[src/rtl/tam_pkg.sv]
`timescale 1ns / 1ps
// ============================================================================
// tam_pkg
// Shared types and constants of the tile average mosaic block: pixel and
// tile items, the job handed from the accumulator to the divider, register
// indexes and fixed field widths.
// ============================================================================

package tam_pkg;

    localparam int CFG_W      = 12;
    localparam int IDX_W      = 1;
    localparam int CHAN_W     = 8;
    localparam int ROW_W      = 11;
    localparam int TILE_IDX_W = 9;
    localparam int MAX_HEIGHT = 2048;

    // widest per-channel tile sum over the whole TILE_SIZE range (16 x 16 x 255)
    localparam int SUM_MAX_W  = 16;
    // pixel count of one tile, up to 256
    localparam int COUNT_W    = 9;

    localparam int QUEUE_DEPTH = 4;
    localparam int QPTR_W      = 2;

    localparam logic [IDX_W-1:0] REG_FRAME_WIDTH  = 1'b0;
    localparam logic [IDX_W-1:0] REG_FRAME_HEIGHT = 1'b1;

    localparam logic [CFG_W-1:0] FRAME_WIDTH_RESET  = 12'd640;
    localparam logic [CFG_W-1:0] FRAME_HEIGHT_RESET = 12'd480;

    typedef struct packed {
        logic [CHAN_W-1:0] blue;
        logic [CHAN_W-1:0] green;
        logic [CHAN_W-1:0] red;
        logic              frame_start;
    } pixel_t;

    typedef struct packed {
        logic [TILE_IDX_W-1:0] tile_column;
        logic [TILE_IDX_W-1:0] tile_row;
        logic [CHAN_W-1:0]     red_average;
        logic [CHAN_W-1:0]     green_average;
        logic [CHAN_W-1:0]     blue_average;
        logic                  last_tile;
    } tile_t;

    typedef struct packed {
        logic [TILE_IDX_W-1:0] tile_column;
        logic [TILE_IDX_W-1:0] tile_row;
        logic                  last_tile;
        logic [COUNT_W-1:0]    count;
        logic [SUM_MAX_W-1:0]  sum_red;
        logic [SUM_MAX_W-1:0]  sum_green;
        logic [SUM_MAX_W-1:0]  sum_blue;
    } job_t;

endpackage

[src/rtl/tam_queue.sv]
`timescale 1ns / 1ps
// ============================================================================
// tam_queue
// Short job queue between the accumulating front end and the divider, so
// that each side stalls on its own.
// ============================================================================

module tam_queue (
    input  logic          clk,
    input  logic          rst_n,
    input  tam_pkg::job_t push_job,
    input  logic          push_valid,
    output logic          push_ready,
    output tam_pkg::job_t pop_job,
    output logic          pop_valid,
    input  logic          pop_ready
);

    tam_pkg::job_t                entries [tam_pkg::QUEUE_DEPTH];
    logic [tam_pkg::QPTR_W-1:0]   wr_ptr_reg;
    logic [tam_pkg::QPTR_W-1:0]   rd_ptr_reg;
    logic [tam_pkg::QPTR_W:0]     fill_reg;
    logic                         push, pop;

    assign push_ready = fill_reg != (tam_pkg::QPTR_W + 1)'(tam_pkg::QUEUE_DEPTH);
    assign pop_valid  = fill_reg != '0;
    assign push       = push_valid && push_ready;
    assign pop        = pop_valid && pop_ready;
    assign pop_job    = entries[rd_ptr_reg];

    always_ff @(posedge clk)
    begin
        if (push)
            entries[wr_ptr_reg] <= push_job;
    end

    always_ff @(posedge clk or negedge rst_n)
    begin
        if (!rst_n)
        begin
            wr_ptr_reg <= '0;
            rd_ptr_reg <= '0;
            fill_reg   <= '0;
        end
        else
        begin
            if (push)
                wr_ptr_reg <= wr_ptr_reg + tam_pkg::QPTR_W'(1);
            if (pop)
                rd_ptr_reg <= rd_ptr_reg + tam_pkg::QPTR_W'(1);
            if (push && !pop)
                fill_reg <= fill_reg + (tam_pkg::QPTR_W + 1)'(1);
            else if (pop && !push)
                fill_reg <= fill_reg - (tam_pkg::QPTR_W + 1)'(1);
        end
    end

endmodule

[config.mk]
export PLATFORM = sky130hd
export DESIGN_NAME = tam_queue
export DESIGN_NICKNAME = d
export VERILOG_FILES = /design/src/rtl/tam_pkg.sv /design/src/rtl/tam_queue.sv
export SDC_FILE = /design/constraint.sdc
export NUM_CORES = 1
export LEC_CHECK = 0
export ABC_AREA = 1
export BUFFER_PORTS_ARGS = -buffer_cell sky130_fd_sc_hd__buf_2
export CAP_MARGIN = 20
export CORE_MARGIN = 2
export CORE_UTILIZATION = 47
export DETAILED_ROUTE_END_ITERATION = 6
export PLACE_DENSITY = 0.76
export SYNTH_ARGS = -nofsm -noshare
export SYNTH_HDL_FRONTEND = slang
export SYNTH_SLANG_ARGS = --single-unit
[constraint.sdc]
create_clock -name clk -period 13.6 [get_ports clk]
set_input_delay 0.68 -clock clk [delete_from_list [all_inputs] [get_ports clk]]
set_output_delay 0.68 -clock clk [all_outputs]
set_load 0.005 [all_outputs]
# Word level (Yosys, flattened, before mapping)
# Memory sizes are Yosys's and may differ from the RTL's.
# Cells that the tools add are included.
[totals]
reg_bits = 7
latchBits = 0
ramBits = 304
romBits = 0
in_bits = 80
wordCells = 21
memories = 1
[op_classes]
addsub = 4
multipliers = 0
div = 0
order_cmp = 0
n_eq_ne = 1
n_shift = 0
muxes = 4
bitwise_logic = 0
reduce_logical = 8
[mem_list]
columns = ["name", "depth", "width", "read_ports", "rd_ports_with_merged_regs", "write_ports", "line_no", "text"]
rows = [
  ["entries", 4, 76, 1, 0, 1, "tam_queue.sv:19", "tam_pkg::job_t entries [tam_pkg::QUEUE_DEPTH];"],
]
[ops]
columns = ["cell", "count"]
rows = [
  ["$mux W3", 2],
  ["$add A2 B1 Y2 const B", 2],
  ["$logic_and A1 B1 Y1", 4],
  ["$add A3 B1 Y3 const B", 1],
  ["$ne A3 B3 Y1 const B", 1],
  ["$reduce_bool A3 Y1", 1],
  ["$sub A3 B1 Y3 const B", 1],
  ["$logic_not A1 Y1", 2],
  ["$mux W1", 2],
  ["$reduce_bool A2 Y1", 1],
]

# Logic depth before layout (Yosys ltp)
[depth]
word_depth = 6
ltp_mapped = 12
mapped_depth_nobuf = 12

# Worst setup path after synthesis
# No wires, ideal clock.
[synth_timing]
path_type = "input-to-reg"
from = "input push_valid"
to = "memory entries[0][0] (netlist bit) (enable)"
setup_time_ns = 0.511
arrival_time_ns = 3.998
setup_slack_ns = 9.091
stages = 2
n_path_buf = 0
cell_sequence = "nand2_1 -> nor2_1"
[synth_via]
elab_chain_cells = 3
[synth_lines]
columns = ["element", "line_no", "text"]
rows = [
  ["start: declaration", "tam_queue.sv:12", "input logic push_valid,"],
  ["$logic_and A1 B1 Y1", "tam_queue.sv:27", "assign push = push_valid && push_ready;"],
  ["$mux W1", "tam_queue.sv:33", "if (push)"],
  ["$mux W1 (not written as such)", "tam_queue.sv:34", "entries[wr_ptr_reg] <= push_job;"],
  ["end: declaration", "tam_queue.sv:19", ""],
]
# No other way between the ends.

==> impl_metrics.csv <==
group,metric,value,unit
run_status,outcome,"finished, final reports clean",
logic_synthesis,syn_area_per_cell,13.1,µm²
logic_synthesis,synthFlopType,"edfxtp_1",
final_layout,finalNetCount,1183,
place,place_ws,10.31,ns
floorplan,coreArea,0.0260,mm²
routing,wl_per_cell,16.1,µm
cts,cts_tree,"done",
setup_path,cp_cell_sequence,"inv_8 > buf_4 > nand2_1 > o211ai_1 > nand2_1 > buf_2",
logic_synthesis,synth_warnings,0,
final_layout,ff_latch_area,0.00931,mm²
power,irDropWorstVdd,0.159,mV
floorplan,die_h,167,µm
cts,clock-sinks,311,
timing,max_freq,250,MHz
logic_synthesis,netlist_area,0.0124,mm²
grt,overflow,0,
timing,period_needed,4.01,ns
grt,grt_max_degree,199,
hold_path,worstHoldPathType,"primary input to register",
timing,fin_skew,0.00883,ns
power,power_leakage,5.83,nW
setup_path,cp_slowest_cell,"buf_4",
final_layout,multi_input_area,0.00224,mm²
setup_path,critPathBufInv,3,
setup_path,startpoint,"rd_ptr_reg[0]",
timing,fin_crit_sh,29.5,%
timing,layout_setup_ws,9.59,ns
routing,vias,7367,
setup_path,timing.rr.start,"fill_reg[0]",
logic_synthesis,yosysMostFrequentCell,"edfxtp_1",
final_layout,nFillCells,2109,
routing,drtAntennaViolNets,0,
cts,clock_latency,0.54,ns
setup_path,criticalPathCategory,"register to primary output",
flow_run,drv_cap,0,
timing,hold_slack,0.350,ns
cts,root_buffer,"clkbuf_16",
setup_path,cp_top_family,"buffers and inverters",
logic_synthesis,synth_top_cell_area_share,73.4,%
logic_synthesis,synth_area_leaders,"edfxtp_1 73%, o211ai_1 9.2%, nand2_1 7.4%, inv_1 5.0%, dfrtp_1 1.4%",
cts,path_clk_slew,0.06,ns
setup_path,crit_path_end_kind,"primary output",
routing,dr.pass1.iters,5,
floorplan,rows,59,
grt,grt_antenna_before_repair,2,
routing,routed_wl,23400,µm
timing,tightest_slew,1.02,ns
logic_synthesis,synth-async-reset-ratio,2.25,%
final_layout,utilization,55.6,%
logic_synthesis,synth_fp_nets,1032,
logic_synthesis,ys_seq_area_share,74.8,%
cts,postCtsSetupRepairBufs,0,
floorplan,initial_core_util,47.8,%
timing,rsz0062_at_grt,"false",
cts,clockBufferDepth,3,
logic_synthesis,synth-edff-count,304,
setup_path,critPathMaxStageDelay,0.92,ns
setup_path,path_depth,6,
setup_path,r2r_end,"entries[0][55]",
grt,grt_pass1_vias,7187,
floorplan,die_w,167,µm
place,hpwl,13300,µm
hold_path,hp-start,"push_job[56]",
setup_path,crit_top_cell,"nand2_1",
logic_synthesis,synth.distinct_cells,18,
logic_synthesis,synth.ff_latch_count,311,
cts,h-tree-depth,1,
setup_path,rrSetupSlack,10.97,ns
place,gp_congestion,0.744,
place,portBuffers,157,
setup_path,crit_fanout,198,
power,power_density,211,mW/mm²
timing,maxSlewHeadroom,31.9,%
setup_path,reg2reg_depth,6,
setup_path,cp.arrival,3.33,ns
setup_path,cp-endpoint,"pop_job[71]",
final_layout,syn_to_final_growth,16.1,%
final_layout,post_route_cells_drive_above_1_share,19.3,%
setup_path,cp.required,12.92,ns
power,totalPowerFinal,3.04,mW
floorplan,dieArea,0.0278,mm²
grt,grt_pass1_wl,36900,µm
routing,drtIter0Drc,461,
timing,drv_slew,0,
timing,finalHoldViolCount,0,
logic_synthesis,synth_cells,946,
logic_synthesis,synthTopCellsByCount,"304 x edfxtp_1, 245 x nand2_1, 165 x inv_1",
routing,routed_via_density,5.05,
floorplan,io_pins,158,
logic_synthesis,yosys.area.top_type,"edfxtp_1",
timing,finalSetupViolations,0,
timing,fin_setup_tns,0,ns
cts,cts_buffers,30,
setup_path,critPathLaunchType,"register",
final_layout,largest_reg_flops,304,
grt,grt_usage,16.7,%
routing,drcViolationCount,0,
==> cells in the final DEF (no fill, tap or decap) <==
cell type      Yosys  routed
inv_6              0       1
fa_1               1       1
nor2_4             0       4
dlygate4sd3_1      0       1
ha_1               5       5
clkbuf_1           4       3
nand4_1            1       1
bufinv_16          0       2
clkinv_2           0       3
clkinvlp_4         0       2
nand2_1          245     245
buf_2             29     157
o21ai_0            1       1
inv_2              3       2
nand3_1            7       7
diode_2            0       4
clkbuf_16          0      31
xnor2_1            1       1
inv_8              0       1
edfxtp_1         304     304
o211ai_1         152     152
dfrtp_1            7       6
dfrtp_4            0       1
clkinv_1           0      12
clkinv_4           0       1
inv_1            165     165
buf_4              8      11
==> metal layers <==
metal / wire length, µm / global-route usage, % / share of wire, % / up-vias
li1: - / - / - / 3604
met1: 9600 / 20.5 / 41 / 3559
met3: 1220 / 3.02 / 5.2 / 37
met4: 579 / 5.06 / 2.5 / 0
met2: 12000 / 30.3 / 51 / 167
met5: 0 / 0 / 0 / -
==> layout make-up <==
cell class / count / area share [%]
inverter: 168 / 4.42
tap: 335 / 2.90
sequential: 311 / 64.5
clock buffer: 34 / 5.45
antenna: 4 / 0.0693
multi-input combinational: 417 / 15.5
clock inverter: 21 / 1.06
timing repair buffer: 169 / 6.08
==> per-stage QoR <==
| step | std cells | cell area (µm²) |
|---|---|---|
| 3_5_place_dp | 1399 | 13500 |
| 2_1_floorplan | 946 | 12400 |
| 4_1_cts | 1455 | 14400 |
| 6_report | 1459 | 14400 |
| 5_1_grt | 1455 | 14400 |
| 3_3_place_gp | 1399 | 13500 |
==> worst min-delay path by stage <==
stage / cells past startpoint / to / slack, ns
3_3_place_gp: 2 / fill_reg[2] / 0.48
3_5_place_dp: 2 / fill_reg[2] / 0.50
4_1_cts: 1 / entries[1][2] / 0.32
6_report: 1 / entries[1][56] / 0.35
5_1_grt: 1 / entries[2][59] / 0.33
2_1_floorplan: 0 / fill_reg[0] / 0.38
==> report_power, final <==
group | switching (mW) | total, mW | internal, mW
combinational | 0.609 | 0.933 | 0.323
clock | 0.331 | 0.781 | 0.450
sequential | 0.0666 | 1.33 | 1.26
total | 1.01 | 3.04 | 2.04
==> cell families after synthesis <==
kind of cell	count (synthesis)	share of synthesized area, %
buffers and inverters	218	7.36
adder cells (fa/ha/maj)	6	0.664
AND/OR/NAND/NOR	257	7.85
flip-flops	311	74.8
XOR/XNOR	1	0.0705
AO/OA/AOI/OAI	153	9.22
==> repair_timing <==
action	CTS	global route
gates resized for setup	0	0
hold buffers	1	0
hold endpoints to repair	7	0
Power figures use the tool's default switching activity.
