--- src/rtl/tam_pkg.sv ---
`timescale 1ns / 1ps
// ============================================================================
// tam_pkg
// Shared types and constants of the tile average mosaic block: pixel and
// tile items, the job handed from the accumulator to the divider, register
// indexes and fixed field widths.
// ============================================================================

package tam_pkg;

    localparam int CFG_W      = 12;
    localparam int IDX_W      = 1;
    localparam int CHAN_W     = 8;
    localparam int ROW_W      = 11;
    localparam int TILE_IDX_W = 9;
    localparam int MAX_HEIGHT = 2048;

    // widest per-channel tile sum over the whole TILE_SIZE range (16 x 16 x 255)
    localparam int SUM_MAX_W  = 16;
    // pixel count of one tile, up to 256
    localparam int COUNT_W    = 9;

    localparam int QUEUE_DEPTH = 4;
    localparam int QPTR_W      = 2;

    localparam logic [IDX_W-1:0] REG_FRAME_WIDTH  = 1'b0;
    localparam logic [IDX_W-1:0] REG_FRAME_HEIGHT = 1'b1;

    localparam logic [CFG_W-1:0] FRAME_WIDTH_RESET  = 12'd640;
    localparam logic [CFG_W-1:0] FRAME_HEIGHT_RESET = 12'd480;

    typedef struct packed {
        logic [CHAN_W-1:0] blue;
        logic [CHAN_W-1:0] green;
        logic [CHAN_W-1:0] red;
        logic              frame_start;
    } pixel_t;

    typedef struct packed {
        logic [TILE_IDX_W-1:0] tile_column;
        logic [TILE_IDX_W-1:0] tile_row;
        logic [CHAN_W-1:0]     red_average;
        logic [CHAN_W-1:0]     green_average;
        logic [CHAN_W-1:0]     blue_average;
        logic                  last_tile;
    } tile_t;

    typedef struct packed {
        logic [TILE_IDX_W-1:0] tile_column;
        logic [TILE_IDX_W-1:0] tile_row;
        logic                  last_tile;
        logic [COUNT_W-1:0]    count;
        logic [SUM_MAX_W-1:0]  sum_red;
        logic [SUM_MAX_W-1:0]  sum_green;
        logic [SUM_MAX_W-1:0]  sum_blue;
    } job_t;

endpackage

--- src/rtl/tam_divider.sv ---
`timescale 1ns / 1ps
// ============================================================================
// tam_divider
// Back end: divides the three channel sums of a tile by its pixel count,
// one quotient bit per cycle for all channels at once, and holds the tile
// item in an output register.
// ============================================================================

module tam_divider (
    input  logic          clk,
    input  logic          rst_n,
    input  tam_pkg::job_t job,
    input  logic          job_valid,
    output logic          job_ready,
    output tam_pkg::tile_t tile,
    output logic          tile_valid,
    input  logic          tile_ready
);

    localparam int STEP_W = $clog2(tam_pkg::CHAN_W);

    typedef enum logic [2:0] {
        ST_IDLE = 3'b001,
        ST_CALC = 3'b010,
        ST_DONE = 3'b100
    } div_state_t;

    div_state_t                     state_reg, state_next;
    logic [STEP_W-1:0]              step_reg;
    logic [tam_pkg::SUM_MAX_W-1:0]  rem_reg  [3];
    logic [tam_pkg::SUM_MAX_W-1:0]  rem_next [3];
    logic [tam_pkg::CHAN_W-1:0]     quot_reg [3];
    logic [tam_pkg::CHAN_W-1:0]     quot_next [3];
    logic [tam_pkg::SUM_MAX_W-1:0]  dsh_reg;
    tam_pkg::job_t                  job_reg;
    tam_pkg::tile_t                 tile_reg;
    logic                           tile_valid_reg;
    logic                           out_free;
    logic                           load, finish;

    assign out_free  = !tile_valid_reg || tile_ready;
    assign job_ready = state_reg == ST_IDLE;
    assign load      = job_valid && job_ready;
    assign finish    = (state_reg == ST_DONE) && out_free;

    always_comb
    begin
        state_next = state_reg;
        unique case (state_reg)
            ST_IDLE:
                if (job_valid)
                    state_next = ST_CALC;
            ST_CALC:
                if (step_reg == '0)
                    state_next = ST_DONE;
            ST_DONE:
                if (out_free)
                    state_next = ST_IDLE;
            default:
                state_next = ST_IDLE;
        endcase
    end

    // restoring step against the shifted divisor
    always_comb
    begin
        for (int c = 0; c < 3; c++)
        begin
            if (rem_reg[c] >= dsh_reg)
            begin
                rem_next[c]  = rem_reg[c] - dsh_reg;
                quot_next[c] = {quot_reg[c][tam_pkg::CHAN_W-2:0], 1'b1};
            end
            else
            begin
                rem_next[c]  = rem_reg[c];
                quot_next[c] = {quot_reg[c][tam_pkg::CHAN_W-2:0], 1'b0};
            end
        end
    end

    always_ff @(posedge clk or negedge rst_n)
    begin
        if (!rst_n)
            state_reg <= ST_IDLE;
        else
            state_reg <= state_next;
    end

    always_ff @(posedge clk)
    begin
        if (load)
        begin
            job_reg    <= job;
            step_reg   <= STEP_W'(tam_pkg::CHAN_W - 1);
            dsh_reg    <= tam_pkg::SUM_MAX_W'(job.count) << (tam_pkg::CHAN_W - 1);
            rem_reg[0] <= job.sum_blue;
            rem_reg[1] <= job.sum_green;
            rem_reg[2] <= job.sum_red;
            for (int c = 0; c < 3; c++)
                quot_reg[c] <= '0;
        end
        else if (state_reg == ST_CALC)
        begin
            step_reg <= step_reg - STEP_W'(1);
            if (step_reg != '0)
                dsh_reg <= dsh_reg >> 1;
            for (int c = 0; c < 3; c++)
            begin
                rem_reg[c]  <= rem_next[c];
                quot_reg[c] <= quot_next[c];
            end
        end
    end

    always_ff @(posedge clk or negedge rst_n)
    begin
        if (!rst_n)
            tile_valid_reg <= 1'b0;
        else if (finish)
            tile_valid_reg <= 1'b1;
        else if (tile_ready)
            tile_valid_reg <= 1'b0;
    end

    always_ff @(posedge clk)
    begin
        if (finish)
        begin
            tile_reg.tile_column   <= job_reg.tile_column;
            tile_reg.tile_row      <= job_reg.tile_row;
            tile_reg.last_tile     <= job_reg.last_tile;
            tile_reg.blue_average  <= quot_reg[0];
            tile_reg.green_average <= quot_reg[1];
            tile_reg.red_average   <= quot_reg[2];
        end
    end

    assign tile       = tile_reg;
    assign tile_valid = tile_valid_reg;

    a_remainder_below_count: assert property (@(posedge clk) disable iff (!rst_n)
        state_reg == ST_DONE |-> rem_reg[0] < dsh_reg && rem_reg[1] < dsh_reg
                                 && rem_reg[2] < dsh_reg)
        else $error("average does not fit the channel width");

    a_load_starts_calc: assert property (@(posedge clk) disable iff (!rst_n)
        load |=> state_reg == ST_CALC)
        else $error("job taken without starting division");

    a_finish_sets_valid: assert property (@(posedge clk) disable iff (!rst_n)
        finish |=> tile_valid_reg)
        else $error("finished tile not presented");

endmodule

--- config.mk ---
export PLATFORM = sky130hd
export DESIGN_NAME = tam_divider
export DESIGN_NICKNAME = d
export VERILOG_FILES = /design/src/rtl/tam_pkg.sv /design/src/rtl/tam_divider.sv
export SDC_FILE = /design/constraint.sdc
export NUM_CORES = 1
export LEC_CHECK = 0
export ABC_AREA = 0
export BUFFER_PORTS_ARGS = -buffer_cell sky130_fd_sc_hd__buf_2
export CORE_MARGIN = 10
export CORE_UTILIZATION = 57
export CTS_CLUSTER_DIAMETER = 50
export CTS_CLUSTER_SIZE = 20
export DETAILED_ROUTE_END_ITERATION = 16
export GPL_TIMING_DRIVEN = 1
export PLACE_DENSITY = 0.82
export SLEW_MARGIN = 20
export SYNTH_ARGS = -nofsm -noshare
export SYNTH_HDL_FRONTEND = slang
export SYNTH_SLANG_ARGS = --single-unit
--- constraint.sdc ---
create_clock -name clk -period 4.07 [get_ports clk]
set_clock_uncertainty 0.15 [all_clocks]
set_input_delay 0.6105 -clock clk [delete_from_list [all_inputs] [get_ports clk]]
set_output_delay 0.6105 -clock clk [all_outputs]
set_load 0.02 [all_outputs]
# ---- Yosys cells after proc, flatten, opt, wreduce, memory -nomap -nowiden
# Memories as Yosys holds them, arrays and structs flattened.
# Cells that the tools add are included.
dict set report totals {
  register_bits 85
  output_inout_bits 45
  ramBits 72
  in_bits 80
  mem_count 2
  word_cells 73
}
# name depth width rd rd_ports_with_merged_regs write_ports line
set mem_list {}
lappend mem_list {rem_reg 3 16 3 0 3 tam_divider.sv:30} ;# logic [tam_pkg::SUM_MAX_W-1:0] rem_reg [3];
lappend mem_list {quot_reg 3 8 3 0 3 tam_divider.sv:32} ;# logic [tam_pkg::CHAN_W-1:0] quot_reg [3];
dict set report op_classes {
  add_sub_neg 4
  reduce_logical 12
  bitwise_logic 6
  n_mux 26
  magnitude_cmp 3
  n_eq_ne 6
}
# operator count
set ops {}
lappend ops {{$mux W16} 9}
lappend ops {{$ge A16 B16 Y1} 3}
lappend ops {{$sub A16 B16 Y16} 3}
lappend ops {{$mux W8} 3}
lappend ops {{$mux W1} 10}
lappend ops {{$mux W3} 3}
lappend ops {{$pmux W3 S3} 1}
lappend ops {{$ne A2 B2 Y1 const B} 3}
lappend ops {{$or A1 B1 Y1} 6}
lappend ops {{$reduce_bool A2 Y1} 3}
lappend ops {{$reduce_and A2 Y1} 2}
lappend ops {{$eq A3 B1 Y1 const B} 1}
lappend ops {{$eq A3 B2 Y1 const B} 1}
lappend ops {{$eq A3 B3 Y1 const B} 1}
lappend ops {{$logic_not A3 Y1} 1}
lappend ops {{$reduce_and A3 Y1} 1}
lappend ops {{$reduce_bool A3 Y1} 1}
lappend ops {{$sub A3 B1 Y3 const B} 1}
lappend ops {{$logic_and A1 B1 Y1} 2}
lappend ops {{$logic_not A1 Y1} 1}
lappend ops {{$logic_or A1 B1 Y1} 1}

# ---- Depth between registers and ports, before layout
# Gate-level depths: netlist (run 1).
dict set report depth {
  depth_word 5
  mapped_depth 9
  depth_no_buf 9
}

# ---- Least setup slack after synthesis (run 1)
# Ideal clock, no wire load.
dict set report synth_timing {
  path_kind {register -> register}
  start {register, netlist name dsh_reg[0]}
  end {memory rem_reg[0][32] (netlist name), enable pin}
  stages_incl_launch_ff 9
  path_buffers 0
  arrival_time_ns 2.731
  required_ns 3.509
  setup_slack_ns 0.778
  setup_ns 0.411
  synth_period_minus_slack_ns 3.292
  cell_sequence {dfxtp_1 -> ha_1 -> fa_1 -> a21boi_0 -> o21ai_0 -> a21oi_1 -> o21ai_0 -> a2111oi_0 -> o21ai_0}
}
# element line
set synth_lines {}
lappend synth_lines {{end, declared} tam_divider.sv:30}

==> run_results.csv, run 1 <==
group,metric,value,unit
status,status,"finished, final reports clean",
cells_and_area,final_layout_size_suffix_gt1_share,19.6,%
worst_setup_path,worst_r2r_endpoint,"rem_reg[0][34]",
clocking,path_clk_slew,60,ps
logic_synthesis,yosysTopAreaCell,"edfxtp_1",
logic_synthesis,synthAdderAreaFrac,8.30,%
clocking,h-tree-depth,4,
worst_setup_path,crit_chain,"inv_1 -> ha_1 -> a21boi_0 -> o21ai_0 -> a21oi_1 -> o21ai_0 -> a2111oi_0 -> o21ai_1 -> buf_4",
logic_synthesis,ys.flop_type,"edfxtp_1",
floorplanning,dieArea,19700,um^2
placed_design,dp_hpwl,14.1,mm
clocking,clockBufferDepth,2,
detailed_routing,vias,6370,
logic_synthesis,synth_top_family_by_area,"compound AO/OA/AOI/OAI gates",
sta,report.final.hold_viol_count,0,
worst_setup_path,cpMostUsedCell,"o21ai_0",
global_routing,grt_pass1_wl,31.4,mm
logic_synthesis,ys_seq_area_share,55.6,%
global_routing,track_usage,19.6,%
logic_synthesis,synth_seq_cells,157,
hold_path,hold_start,"job[60]",
cells_and_area,fillCellCount,1032,
worst_setup_path,path_max_fanout,12,
worst_setup_path,slowest_delay,660,ps
floorplanning,rows,43,
detailed_routing,drt_first_pass_iters,7,
sta,rsz0062_at_grt,"false",
global_routing,grt.overflow.total,0,
floorplanning,fp.dieH,140,um
global_routing,grt_pass1_vias,6243,
hold_path,worstHoldPathCells,1,
logic_synthesis,async_reset_ff_share,2.55,%
global_routing,grt_start_max_net_pins,104,
worst_setup_path,cp-start-kind,"flip-flop",
detailed_routing,wl_per_cell,18.4,um
logic_synthesis,synth_xor_area_share,2.55,%
hold_path,min_path_type,"in -> reg",
floorplanning,dieWidth,140,um
detailed_routing,drcViolationCount,0,
sta,tightest_slew,1020,ps
logic_synthesis,synth_area,8260,um^2
floorplanning,initial_core_util,58.8,%
logic_synthesis,ys_types,65,
sta,fin_crit_sh,78.3,%
power_and_ir_drop,leakage,3.89,nW
worst_setup_path,critPathKind,"reg -> reg",
worst_setup_path,ff2ff_setup_slack,880,ps
logic_synthesis,netlist_top_cells_count,"143 x edfxtp_1, 93 x nand2_1, 70 x o21ai_0",
run,cap_violations,0,
placed_design,pre_cts_slack,1040,ps
logic_synthesis,synth-edff-count,143,
floorplanning,ioPinCount,125,
sta,fmax,314,MHz
detailed_routing,drtIter0Drc,563,
cells_and_area,largest_reg_flops,48,
logic_synthesis,syn_inst,752,
sta,fin_crit,3190,ps
placed_design,post_dp_cell_area,9010,um^2
logic_synthesis,synthMuxAreaShare,0.788,%
logic_synthesis,synth-simple-area-share,13.7,%
power_and_ir_drop,power_density,759,nW/um^2
sta,relSlewSlack,32.2,%
sta,fin_setup_tns,0,ps
worst_setup_path,critPathBufInv,2,
sta,layout_setup_ws,885,ps
worst_setup_path,critPathLaunch,"dsh_reg[1]",
cells_and_area,post-route-cell-area,9630,um^2
logic_synthesis,syn_area_per_cell,11.0,um^2
global_routing,antenna_found_initial,0,
worst_setup_path,worstSetupEndpointType,"flip-flop",
detailed_routing,ant_nets,0,
clocking,cts_buffers,17,
detailed_routing,wl,19.6,mm
clocking,cts_root_buf,"clkbuf_16",
worst_setup_path,worstPathArrival,3210,ps
hold_path,hold_end,"job_reg[60]",
worst_setup_path,r2r_cells,9,
power_and_ir_drop,ir_drop,0.354,mV
sta,finalSetupViolCount,0,
cells_and_area,antennaDiodeCount,0,
logic_synthesis,synth_most_common_cell,"edfxtp_1",
logic_synthesis,synth_compound_area_share,15.4,%
worst_setup_path,cp.required,4100,ps
clocking,cts_tree,"yes",
detailed_routing,via_per_inst,5.98,
sta,slew_violations,0,
clocking,clk_latency,430,ps
logic_synthesis,ys.warnings.count,0,
cells_and_area,area_growth,16.5,%
cells_and_area,final_nets,1006,
logic_synthesis,syn-num-nets,885,
worst_setup_path,r2r_start,"dsh_reg[1]",
logic_synthesis,synthDominantCellAreaShare,52.0,%
worst_setup_path,cp_top_family,"compound AO/OA/AOI/OAI gates",
placed_design,place_inst,1032,
logic_synthesis,synthTopCellsByArea,"edfxtp_1 52%, ha_1 7.6%, o21ai_0 4.2%",
floorplanning,core,14000,um^2
clocking,cts.sinks,157,
cells_and_area,instances_no_fill,1066,
placed_design,portBuffers,124,
placed_design,gp_congestion,0.923,
worst_setup_path,critical_path.slowest_cell,"a2111oi_0",
==> routing by layer <==
metal	vias up	wire length, um	share of wire, %	GRT usage [%]
met2	321	9130	47	31.4
li1	3027	-	-	-
met5	-	0	0	0
met4	0	459	2.3	6.96
met3	41	1620	8.3	5.38
met1	2981	8360	43	24.8
==> kinds of logic (layout without fill, tap and decap cells) <==
| logic type | after synthesis | count (layout) |
|---|---|---|
| compound gates | 207 | 207 |
| xor+xnor | 24 | 24 |
| fa+ha+maj | 53 | 53 |
| buf+inv | 71 | 205 |
| flops | 157 | 157 |
| mux | 6 | 6 |
| simple gates | 234 | 234 |
==> stage by stage <==
step | total power [W] | hold WS (ps) | utilization [%]
after detailed placement | 0.00570 | 255 | 64.2
after global routing | 0.00778 | 193 | 68.5
after floorplan | 0.00493 | 165 | -
final | 0.00731 | 208 | 68.5
after global placement | 0.00560 | 250 | 64.2
after CTS | 0.00727 | 195 | 68.4
==> what timing repair did <==
item | 4_1_cts | 5_1_grt
buffers inserted | 0 | 0
hold buffers | 1 | 0
gates resized for setup | 0 | 0
endpoints found under the hold margin | 3 | 0
==> power breakdown <==
group / internal (W) / switching, W / total [W]
clock network: 0.000871 / 0.000668 / 0.00154
registers: 0.00236 / 0.000150 / 0.00251
logic: 0.00117 / 0.00209 / 0.00326
==> layout by cell type (no fill, tap or decap), drive strengths merged, types with 9 or more instances in the layout <==
| cell type | count |
|---|---|
| o211ai | 9 |
| nor3 | 11 |
| dfxtp | 10 |
| nand2 | 94 |
| buf | 131 |
| a21o | 10 |
| xor2 | 10 |
| nand2b | 10 |
| ha | 50 |
| edfxtp | 143 |
| and2 | 22 |
| nor2 | 28 |
| a21oi | 57 |
| o21ai | 70 |
| clkbuf | 19 |
| xnor2 | 14 |
| nand3 | 28 |
| inv | 46 |
| o31ai | 9 |
==> final cells by class <==
type	instances	area (um^2)	share of cell area, %
Clock buffer	19	443	4.60
Clock inverter	13	130	1.35
Inverter	41	154	1.60
Multi-Input combinational cell	524	3370	35.1
Sequential cell	157	4600	47.7
Tap cell	180	225	2.34
Timing Repair Buffer	132	703	7.31
==> worst max path at each step <==
stage                           to  slack, ps  cells past startpoint
floorplan           rem_reg[0][32]        780                      8
global placement    rem_reg[0][32]       1160                      9
detailed placement  rem_reg[0][37]       1040                      9
CTS                 rem_reg[0][38]        870                      9
global route        rem_reg[0][37]        630                      9
finish              rem_reg[0][34]        880                      9
(Power assumes the default switching activity.)
==> run 2, diff against run 1 <==
- ABC_AREA: 0 -> 1
- CORE_UTILIZATION: 57 -> 58
- PLACE_DENSITY: 0.82 -> 0.83
- clock period: 4.07 -> 3.06 ns (I/O delays scaled with it)
==> run 2 against run 1 <==
Effect of this change:
- hold slack got worse by 160 ps
- utilization rose by 0.83 points
- first-iteration DRC count fell by 5.7%
- wire length rose by 3.7%
- global-route usage rose by 0.55 points
- critical path type unchanged
- highest routed layer unchanged
==> run_results.csv, run 2 <==
group,metric,value,unit
clocking,cts_buffers,17,
power_and_ir_drop,power_density,1080,nW/um^2
placed_design,portBuffers,124,
sta,fmax,352,MHz
global_routing,track_usage,20.1,%
logic_synthesis,syn_area_per_cell,8.53,um^2
logic_synthesis,syn-num-nets,1152,
worst_setup_path,critPathKind,"reg -> reg",
logic_synthesis,synthTopCellsByArea,"edfxtp_1 49%, nand2_1 15%, inv_1 8.4%",
sta,rsz0062_at_grt,"false",
placed_design,gp_congestion,0.955,
logic_synthesis,yosysTopAreaCell,"edfxtp_1",
detailed_routing,ant_nets,0,
floorplanning,dieWidth,142,um
logic_synthesis,ys.flop_type,"edfxtp_1",
global_routing,grt_pass1_vias,6644,
sta,hold-worst-slack,52.4,ps
logic_synthesis,synth_most_common_cell,"nand2_1",
logic_synthesis,synth_area,8690,um^2
detailed_routing,via_per_inst,5.16,
cells_and_area,final_nets,1288,
detailed_routing,wl_per_cell,15.0,um
power_and_ir_drop,finalPower,0.0110,W
cells_and_area,final_layout_size_suffix_gt1_share,15.0,%
clocking,cts_root_buf,"clkbuf_16",
worst_setup_path,path_max_fanout,16,
logic_synthesis,synth-edff-count,143,
clocking,h-tree-depth,4,
detailed_routing,drt_first_pass_iters,5,
worst_setup_path,worstPathArrival,2760,ps
global_routing,grt_pass1_wl,32.4,mm
worst_setup_path,cp.required,2980,ps
global_routing,use_met3,4.27,%
status,status,"finished, final reports clean",
power_and_ir_drop,leakage,5.10,nW
detailed_routing,drtIter0Drc,531,
floorplanning,initial_core_util,59.6,%
global_routing,grt-busiest-layer,"met2",
cells_and_area,mostFrequentLayoutCells,"348 x nand2_1, 194 x inv_1, 143 x edfxtp_1",
cells_and_area,seq_area,4600,um^2
sta,fin_setup_tns,0,ps
logic_synthesis,ys_seq_area_share,52.9,%
power_and_ir_drop,ir_drop,0.545,mV
global_routing,grt_start_max_net_pins,88,
logic_synthesis,ys.warnings.count,0,
logic_synthesis,ys_types,28,
detailed_routing,wl,20.3,mm
cells_and_area,area_growth,16.4,%
global_routing,use_met2,32.9,%
run,cap_violations,0,
detailed_routing,vias,6974,
floorplanning,rows,44,
cells_and_area,fillCellCount,1141,
clocking,path_clk_slew,60,ps
logic_synthesis,synthDominantCellAreaShare,49.4,%
cells_and_area,multi_input_comb_area,3290,um^2
worst_setup_path,worstSetupEndpointType,"flip-flop",
floorplanning,fp.dieH,142,um
detailed_routing,drcViolationCount,0,
sta,fin_crit,2840,ps
floorplanning,dieArea,20300,um^2
sta,finalSetupViolCount,0,
sta,report.final.hold_viol_count,0,
sta,relSlewSlack,50.0,%
logic_synthesis,synth_seq_cells,157,
clocking,clockBufferDepth,2,
logic_synthesis,async_reset_ff_share,2.55,%
cells_and_area,final_common_cell,"nand2_1",
cells_and_area,largest_reg_flops,48,
global_routing,met1_usage,25.6,%
cells_and_area,instances_no_fill,1352,
sta,slew_violations,0,
floorplanning,core,14600,um^2
clocking,clk_latency,430,ps
floorplanning,ioPinCount,125,
worst_setup_path,cp-start-kind,"flip-flop",
global_routing,grt.overflow.total,0,
logic_synthesis,netlist_top_cells_count,"348 x nand2_1, 194 x inv_1, 143 x edfxtp_1",
sta,tightest_slew,749,ps
placed_design,dp_hpwl,15.3,mm
logic_synthesis,syn_inst,1019,
cells_and_area,antennaDiodeCount,0,
clocking,cts_setup_buffers,0,
placed_design,place_inst,1319,
clocking,cts.sinks,157,
sta,fin_crit_sh,92.9,%
clocking,cts_tree,"yes",
global_routing,antenna_found_initial,0,
hold_path,min_path_type,"in -> reg",
-- run 2: path summary, 6_finish.rpt --
path / startpoint / to / slack, ps / depth (start not counted)
setup / recovery: dsh_reg[0] / rem_reg[0][19] / 220 / 11
hold / removal: job[72] / job_reg[72] / 50 / 1
setup reg to reg: dsh_reg[0] / rem_reg[0][19] / 220 / 11
hold reg to reg: quot_reg[0][15] / tile[16] / 270 / 0
max in group asynchronous: rst_n / state_reg[0] / 2360 / 2
min in group asynchronous: rst_n / state_reg[2] / 200 / 2
-- run 2: cells by family after synthesis --
family	Yosys count	share of synthesized area (%)
and+or+nand+nor	504	23.8
adders and majority gates	53	7.89
buffers and inverters	214	9.36
DFF	157	52.9
AOI/OAI and AO/OA	74	4.42
xor gates and xnor gates	17	1.71
-- run 2: worst max-delay path, stage by stage (launching register included) --
cell and delay, ps:
dfxtp_1 360, ha_1 250, fa_1 410, inv_1 100, nand3_1 70, nand3_1 140
nand2_1 110, nand3_1 130, nand2_1 60, nand2_1 70, nand2_1 60, nand2_1 580
-- run 2: power breakdown --
part	switching, W	total, W	internal, W
clock	0.000913	0.00198	0.00106
sequential	0.000232	0.00340	0.00317
combinational	0.00373	0.00560	0.00188
total	0.00487	0.0110	0.00611
-- run 2: timing repair --
| item | 4_1_cts | 5_1_grt |
|---|---|---|
| hold endpoints to repair | 4 | 0 |
| gates resized for setup | 0 | 0 |
| hold buffers | 1 | 0 |
-- run 2: routing by layer --
layer	wire length, um	up-vias
met5	0	-
met4	502	0
met3	1230	32
met2	9480	234
met1	9080	3167
li1	-	3541
-- run 2: metrics by stage --
stage	worst slack (ps)	util [%]	instance area, um^2
2_1_floorplan	77.7	-	8690
3_3_place_gp	392	65.5	9560
3_5_place_dp	287	65.5	9560
4_1_cts	222	69.4	10100
5_1_grt	0.396	69.4	10100
6_report	217	69.4	10100
-- run 2: cell type report --
type | count | share of cell area, %
clock buffers | 17 | 4.20
clock inverters | 15 | 1.25
inverters | 197 | 7.31
multi-input cells | 648 | 32.5
flip-flops and latches | 157 | 45.4
well taps | 184 | 2.27
repair buffers | 134 | 7.02
==> run 3, diff against run 2 <==
- CORE_UTILIZATION: 58 -> 25
- PLACE_DENSITY: 0.83 -> 0.43
==> run 3 against run 2 <==
Effect of this change:
- register-to-register slack better by 230 ps
- highest routed layer unchanged
- first-iteration DRC count is 26% lower
- global-route usage is 8.4 points lower
- utilization is 39 points lower
- non-clock buffer count is 4 higher
- wire length is 20% higher
- die area is 110% higher
- hold slack worse by 3.1 ps
- combinational power is 2% higher
- largest cell class unchanged
==> run_results.csv, run 3 (synthesis results as in run 2) <==
group,metric,value,unit
status,status,"finished, final reports clean",
detailed_routing,drcViolationCount,0,
global_routing,grt.overflow.total,0,
worst_setup_path,worstPathArrival,2580,ps
global_routing,track_usage,11.8,%
sta,fin_crit_sh,85.2,%
power_and_ir_drop,ir_drop,0.453,mV
placed_design,gp_congestion,0.861,
power_and_ir_drop,switching_power,0.00497,W
worst_setup_path,path_max_fanout,13,
clocking,cts.sinks,157,
detailed_routing,ant_nets,0,
placed_design,dp_hpwl,18.8,mm
sta,slew_violations,0,
sta,fmax,383,MHz
clocking,cts_buffers,17,
placed_design,portBuffers,124,
power_and_ir_drop,clkPwrFrac,17.9,%
global_routing,grt_pass1_vias,6760,
detailed_routing,wl,24.3,mm
floorplanning,fp.dieH,206,um
sta,tightest_slew,650,ps
clocking,h-tree-depth,4,
sta,report.final.hold_viol_count,0,
cells_and_area,antennaDiodeCount,0,
detailed_routing,wl_per_cell,14.9,um
sta,finalSetupViolCount,0,
power_and_ir_drop,p_int,0.00613,W
power_and_ir_drop,p_sw_share,44.8,%
clocking,clk_latency,440,ps
floorplanning,dieArea,42600,um^2
global_routing,grt_pass1_wl,38.2,mm
cells_and_area,final_nets,1292,
worst_setup_path,cp-start-kind,"flip-flop",
floorplanning,core,34500,um^2
power_and_ir_drop,p_comb_share,51.6,%
worst_setup_path,ff2ff_setup_slack,450,ps
clocking,cts_tree,"yes",
cells_and_area,final_layout_size_suffix_gt1_share,15.4,%
cells_and_area,largest_reg_flops,48,
floorplanning,ioPinCount,125,
cells_and_area,final_common_cell,"nand2_1",
cells_and_area,area_growth,20.6,%
sta,rsz0062_at_grt,"false",
power_and_ir_drop,leakage,5.12,nW
run,cap_violations,0,
worst_setup_path,critPathKind,"reg -> reg",
power_and_ir_drop,power_density,1060,nW/um^2
cells_and_area,mostFrequentLayoutCells,"348 x nand2_1, 194 x inv_1, 143 x edfxtp_1",
worst_setup_path,cp.required,3030,ps
detailed_routing,via_per_inst,4.13,
clocking,path_clk_slew,70,ps
floorplanning,dieWidth,206,um
global_routing,antenna_found_initial,0,
clocking,clockBufferDepth,2,
sta,fin_crit,2610,ps
floorplanning,initial_core_util,25.2,%
sta,relSlewSlack,56.6,%
worst_setup_path,worstSetupEndpointType,"flip-flop",
power_and_ir_drop,finalPower,0.0111,W
clocking,cts_root_buf,"clkbuf_16",
global_routing,grt_start_max_net_pins,69,
floorplanning,rows,68,
detailed_routing,drtIter0Drc,395,
detailed_routing,vias,6720,
sta,fin_setup_tns,0,ps
power_and_ir_drop,pwr-share-seq,30.5,%
detailed_routing,drt_first_pass_iters,5,
hold_path,min_path_type,"in -> reg",
clocking,cts.repair.resized,0,
-- run 3: changes by cell type in the layout (fill, tap and decap cells not counted), sizes merged --
cell and change:
buf +4, clkbuf +1, inv -3, clkinv +2
-- run 3: layout make-up --
| type | instances | area, um^2 |
|---|---|---|
| Fill cell | 3760 | 24000 |
| Sequential cell | 157 | 4600 |
| Multi-Input combinational cell | 648 | 3290 |
| Timing Repair Buffer | 138 | 741 |
| Inverter | 197 | 741 |
| Tap cell | 455 | 569 |
| Clock buffer | 18 | 429 |
| Clock inverter | 14 | 111 |
-- run 3: layer usage --
metal | vias to the layer above | track usage, % | wire, um | part of all wire, %
li1 | 3537 | - | - | -
met1 | 3028 | 16.2 | 12000 | 50
met2 | 141 | 18.0 | 10600 | 44
met3 | 14 | 2.76 | 1400 | 5.8
met4 | 0 | 3.23 | 257 | 1.1
met5 | - | 0 | 0 | 0
-- run 3: critical path: stages (launching register included) --
cell and delay (ps):
dfxtp_1 340, ha_1 240, fa_1 450, inv_1 100
nand3_1 70, nand3_1 150, nand2_1 90, nand3_1 100
nand2_1 50, nand2_1 60, nand2_1 60, nand2_1 140
buf_4 280
-- run 3: worst paths after layout --
kind | startpoint | end | cells after the start
setup / recovery | dsh_reg[0] | rem_reg[0][36] | 12
hold / removal | job[71] | job_reg[71] | 1
setup reg to reg | dsh_reg[0] | rem_reg[0][36] | 12
hold reg to reg | job_reg[69] | tile[36] | 0
max in group asynchronous | rst_n | state_reg[0] | 2
min in group asynchronous | rst_n | tile_valid | 2
-- run 3: metrics by stage --
step           util (%)  worst slack [ps]  hold slack (ps)  area, um^2  std cells
5_1_grt            30.4               273             24.1       10500       1627
3_5_place_dp       28.8               463              119        9930       1594
4_1_cts            30.4               445             23.3       10500       1627
2_1_floorplan         -              77.7             13.4        8690       1019
3_3_place_gp       28.8               502              120        9930       1594
6_report           30.4               451             49.3       10500       1627
-- run 3: power groups by stage --
stage	sequential, W	clock [W]	combinational (W)
floorplan	0.00335	0	0.00421
global placement	0.00344	0	0.00577
detailed placement	0.00344	0	0.00573
CTS	0.00340	0.00206	0.00578
global route	0.00345	0.00214	0.00665
finish	0.00339	0.00199	0.00572
-- run 3: timing repair --
action	4_1_cts	5_1_grt
endpoints found under the setup margin	0	0
setup buffers	0	0
hold buffers	1	0
endpoints found under the hold margin	4	0
